$ cat src/rtl/pcpp_pkg.sv
package pcpp_pkg;

    localparam int IMAGE_WIDTH  = 1280;
    localparam int IMAGE_HEIGHT = 1024;

    localparam int PIX_W  = 12;
    localparam int COORD_W = 34;
    localparam int NUM_W  = 52;
    localparam int REM_W  = 50;
    localparam int DEN_W  = 48;
    localparam int NCELLS = PIX_W;

    localparam logic [2:0] REG_ROW_X    = 3'd0;
    localparam logic [2:0] REG_ROW_Y    = 3'd1;
    localparam logic [2:0] REG_ROW_Z    = 3'd2;
    localparam logic [2:0] REG_FOCAL_X  = 3'd3;
    localparam logic [2:0] REG_FOCAL_Y  = 3'd4;
    localparam logic [2:0] REG_CENTER_X = 3'd5;
    localparam logic [2:0] REG_CENTER_Y = 3'd6;

    typedef struct packed {
        logic [63:0] row_x;
        logic [63:0] row_y;
        logic [63:0] row_z;
        logic [15:0] focal_x;
        logic [15:0] focal_y;
        logic [15:0] center_x;
        logic [15:0] center_y;
    } t_cfg;

    typedef struct packed {
        logic             ok;
        logic [REM_W-1:0] rem_c;
        logic [REM_W-1:0] rem_r;
        logic [DEN_W-1:0] den;
        logic [PIX_W-1:0] q_c;
        logic [PIX_W-1:0] q_r;
    } t_div;

endpackage

$ cat src/rtl/pcpp_div_cell.sv
module pcpp_div_cell (
    input  logic            i_clk,
    input  logic            i_rst_n,
    input  logic            i_valid,
    output logic            o_ready,
    input  pcpp_pkg::t_div  i_data,
    output logic            o_valid,
    input  logic            i_ready,
    output pcpp_pkg::t_div  o_data
);
    import pcpp_pkg::*;

    logic r_v;
    t_div r_d;
    t_div n_d;
    logic ge_c, ge_r;

    assign o_ready = !r_v || i_ready;
    assign o_valid = r_v;
    assign o_data  = r_d;

    // one quotient bit per cell for both axes
    always_comb begin
        n_d   = i_data;
        ge_c  = i_data.rem_c >= REM_W'(i_data.den);
        ge_r  = i_data.rem_r >= REM_W'(i_data.den);
        if (ge_c) n_d.rem_c = i_data.rem_c - REM_W'(i_data.den);
        if (ge_r) n_d.rem_r = i_data.rem_r - REM_W'(i_data.den);
        n_d.q_c = {i_data.q_c[PIX_W-2:0], ge_c};
        n_d.q_r = {i_data.q_r[PIX_W-2:0], ge_r};
        n_d.den = i_data.den >> 1;
    end

    always_ff @(posedge i_clk) begin
        if (!i_rst_n) begin
            r_v <= 1'b0;
        end else if (o_ready) begin
            r_v <= i_valid;
        end
    end

    always_ff @(posedge i_clk) begin
        if (o_ready) r_d <= n_d;
    end

endmodule

$ cat config.mk
export PLATFORM = sky130hd
export DESIGN_NAME = pcpp_div_cell
export DESIGN_NICKNAME = d
export VERILOG_FILES = /design/src/rtl/pcpp_pkg.sv /design/src/rtl/pcpp_div_cell.sv
export SDC_FILE = /design/constraint.sdc
export NUM_CORES = 1
export LEC_CHECK = 0
export BUFFER_PORTS_ARGS = -buffer_cell sky130_fd_sc_hd__buf_2
export CAP_MARGIN = 0
export CORE_MARGIN = 5
export CORE_UTILIZATION = 35
export CTS_CLUSTER_SIZE = 28
export DETAILED_ROUTE_END_ITERATION = 7
export HOLD_SLACK_MARGIN = 0.06
export SYNTH_ARGS = -nofsm -noshare
export SYNTH_HDL_FRONTEND = slang
export SYNTH_SLANG_ARGS = --single-unit
$ cat constraint.sdc
create_clock -name i_clk -period 14 [get_ports i_clk]
set_input_delay 2.8 -clock i_clk [delete_from_list [all_inputs] [get_ports i_clk]]
set_output_delay 2.8 -clock i_clk [all_outputs]
set_load 0.05 [all_outputs]
Word-level counts from Yosys, hierarchy flattened
Index checks and enable logic that the tools add are counted.
{ "word_totals": {"output_inout_bits": 175, "word_cells": 15, "regBits": 173, "input_bits": 177} }
{ "classes": {"mux": 2, "reduce_logical": 2, "order_cmp": 2, "addsub": 2} }
{ "ops": {"columns": ["op", "n"], "rows": [
  ["$ge 50x48->1", 2],
  ["$mux 50", 2],
  ["$sub 50x48->50", 2],
  ["$logic_not 1->1", 1],
  ["$logic_or 1x1->1", 1]
]} }

Longest topological paths before layout
{ "logic_depth": {"word_depth": 2, "ltp_mapped": 15, "depth_no_buf": 13} }

Worst setup path before layout
OpenSTA, ideal clock, no wires.
{ "synth_path": {"path_type": "input port to output port", "start": "in i_ready", "end": "out o_ready", "required_time_ns": 11.200, "arrival_ns": 7.295, "n_path_buf": 0, "stages": 1, "slack_ns": 3.905, "cell_sequence": "nand2b_1"} }
{ "synth_via": {"elab_chain_cells": 1} }
{ "synth_lines": {"columns": ["item", "line", "source"], "rows": [
  ["start: declaration", "pcpp_div_cell.sv:8", "input logic i_ready,"],
  ["$logic_or 1x1->1", "pcpp_div_cell.sv:18", "assign o_ready = !r_v || i_ready;"],
  ["end: declaration", "pcpp_div_cell.sv:5", "output logic o_ready,"]
]} }
Every way passes these cells.

Worst setup path in the final report
Same ends and word-level chain as after synthesis.

==> impl_metrics.env <==
export IMPL_status="finished, final reports clean"
export IMPL_critPathCapture="o_ready"
export IMPL_first_pass_iters=5
export IMPL_yosys_area_top_type="edfxtp_1"
export IMPL_cts_made_buffers=17
export IMPL_slew_viol_final=0
export IMPL_cp_required_ps=11200
export IMPL_syn_area_per_cell_um2=9.723
export IMPL_fmax_mhz=148.4
export IMPL_switching_share_pct=41.16
export IMPL_ys_ff_latch=173
export IMPL_wl_mm=44.59
export IMPL_finalCritPeriodShare_pct=48.12
export IMPL_start_kind="primary input"
export IMPL_via_per_inst=5.445
export IMPL_finalNetCount=1909
export IMPL_numPortBuffers=348
export IMPL_synth_edf_count=172
export IMPL_setup_viol=0
export IMPL_yosysMostFrequentCell="edfxtp_1"
export IMPL_hold_path_class="register to register"
export IMPL_clkTransAtPathRegs_ps=70
export IMPL_start_util_pct=35.45
export IMPL_period_needed_ps=6736
export IMPL_worstSetupPathType="primary input to primary output"
export IMPL_r2r_end="o_data[12]$_DFFE_PP_"
export IMPL_tritoncts="yes"
export IMPL_synthTopCellsByCount="edfxtp_1 (172), a21oi_1 (139), nor2_1 (101)"
export IMPL_startpoint="i_ready"
export IMPL_drtAntennaViolNets=0
export IMPL_syn_area_um2=13010
export IMPL_power_density_nw_per_um2=128.3
export IMPL_power_frac_seq_pct=34.6
export IMPL_peakVddDrop_uv=93.24
export IMPL_r2r_setup_slack_ps=11790
export IMPL_synthTopCellsByArea="edfxtp_1 (40%), ha_1 (9.2%), a21oi_1 (5.3%), xnor2_1 (3.6%), mux2_4 (3.0%)"
export IMPL_io_pins=352
export IMPL_synth_top_cell_area_share_pct=39.70
export IMPL_clockPowerShare_pct=24.5
export IMPL_grt_max_degree=71
export IMPL_drv_cap=0
export IMPL_cp_max_fo=53
export IMPL_endpoint_kind="primary output"
export IMPL_ys_seq_area_share_pct=39.85
export IMPL_drive_above_1_share_pct=28.23
export IMPL_grtUsageTotal_pct=20.86
export IMPL_area_growth_pct=19.83
export IMPL_clock_tree_buffer_depth=2
export IMPL_hpwlAfterDp_mm=36.19
export IMPL_p_int_uw=1177
export IMPL_grt_pass1_wl_mm=66.43
export IMPL_drt_initial_drc_count=876
export IMPL_dpl_cell_area_um2=15000
export IMPL_rsz0062_at_grt="no"
export IMPL_async_reset_ff_share_pct=0
export IMPL_pwr_share_comb_pct=40.8
export IMPL_crit_reg2reg_launch="o_valid$_SDFFE_PN0P_"
export IMPL_die_w_um=202.8
export IMPL_post_route_drc_count=0
export IMPL_reg2reg_depth=2
export IMPL_cts_resized=0
export IMPL_cts_htree_levels=4
export IMPL_n_fill_cell=3649
export IMPL_wl_per_cell_um=21.06
export IMPL_num_rows=70
export IMPL_grt_overflow=0
export IMPL_antenna_found_initial=6
export IMPL_hold_violations=0
export IMPL_cts_num_sinks=173
export IMPL_holdBufCountCts=0
export IMPL_syn_nets=1613
export IMPL_arrival_ps=3940
export IMPL_clock_skew_ps=6.393
export IMPL_fin_area_um2=15590
export IMPL_worst_slew_pin_slew_ps=879.2
export IMPL_synthCells=1338
export IMPL_ys_dominant_reg_cell="edfxtp_1"
export IMPL_die_area_um2=41130
export IMPL_insertion_delay_ps=450
export IMPL_core_um2=36700
export IMPL_tns_ps=0
export IMPL_num_vias=11530
export IMPL_dp_cells=2083
export IMPL_layout_cells_non_filler=2117
export IMPL_p_leak_uw=0.006951
export IMPL_place_ws_ps=6777
export IMPL_root_buffer="clkbuf_16"
export IMPL_yosys_warnings=0
export IMPL_setup_slack_ps=7264
export IMPL_gp_congestion=0.9135
export IMPL_slew_headroom_pct=41.39
export IMPL_postCtsSetupBuffers=0
export IMPL_p_sw_uw=823.6
export IMPL_synth_cell_types=77
export IMPL_die_y_um=202.8
export IMPL_grt_pass1_vias=11250
-- kinds of logic after synthesis --
| logic type | share of synthesized area (%) |
|---|---|
| flops | 39.85 |
| fa+ha+maj | 9.540 |
| mux | 5.482 |
| simple gates | 12.77 |
| other cells | 0.02882 |
| buf+inv | 5.395 |
| xor+xnor | 5.588 |
| compound gates | 21.34 |
-- through the flow --
step           utilization, %  hold slack [ps]  total power [µW]
2_1_floorplan               -             2899              1316
3_3_place_gp            40.88             1154              1516
3_5_place_dp            40.88             1213              1517
4_1_cts                 42.47             1224              2020
5_1_grt                 42.48             1249              2099
6_report                42.48             1167              2001
-- layout by cell type, fill, tap and decap left out, drive strengths merged, types with 14 or more instances in the layout --
master  synthesis  final
edfxtp        172    172
nand2          92     92
mux2           52     52
nor2          101    101
xnor2          53     53
buf            27    353
ha             96     96
nor3           26     26
clkbuf         49     17
nand3          25     25
o211ai         18     18
o21bai         14     14
a21oi         142    142
xor2           30     30
o21ai          67     67
nand4          39     39
o21a           23     23
a21o           45     45
inv            86     93
a31oi          20     20
-- final cells by class --
cell class / instances / area (µm²) / area share, %
tap: 468 / 585.6 / 3.756
sequential: 173 / 5185 / 33.26
inverter: 86 / 322.8 / 2.071
clock buffer: 17 / 425.4 / 2.729
timing repair buffer: 353 / 1779 / 11.41
antenna: 2 / 5.005 / 0.03210
clock inverter: 15 / 156.4 / 1.003
multi-input combinational: 1003 / 7131 / 45.74
-- worst min path at each step --
stage	slack, ps	endpoint	depth (start not counted)	startpoint
floorplan	2900	o_data[10]$_DFFE_PP_	0	i_data[9]
global placement	1150	o_data[40]$_DFFE_PP_	1	o_valid$_SDFFE_PN0P_
detailed placement	1210	o_data[41]$_DFFE_PP_	1	o_valid$_SDFFE_PN0P_
CTS	1220	o_data[47]$_DFFE_PP_	1	o_valid$_SDFFE_PN0P_
global route	1250	o_data[41]$_DFFE_PP_	1	o_valid$_SDFFE_PN0P_
finish	1170	o_data[41]$_DFFE_PP_	1	o_valid$_SDFFE_PN0P_
-- registers in the layout, indices dropped and copies added (netlist names) --
register  cells
o_data      172
o_valid       1
-- power by group through the flow --
stage | sequential, µW | clock [µW] | combinational [µW]
2_1_floorplan | 988 | 0 | 328
3_3_place_gp | 704 | 0 | 812
3_5_place_dp | 703 | 0 | 815
4_1_cts | 694 | 507 | 818
5_1_grt | 700 | 530 | 869
6_report | 693 | 491 | 817
-- worst max-delay path: stages --
cell      delay [ps]
buf_2             80
nand2b_4         640
buf_2            400
-- per-layer routing --
layer  GRT usage, %  wire, µm  vias up
li1               -         -     5615
met1          27.30     19490     5405
met2          34.48     20800      448
met3          5.111      3188       52
met4          5.917      1071        8
met5              0        42        -
No activity file was read; power rests on OpenSTA's default activity.
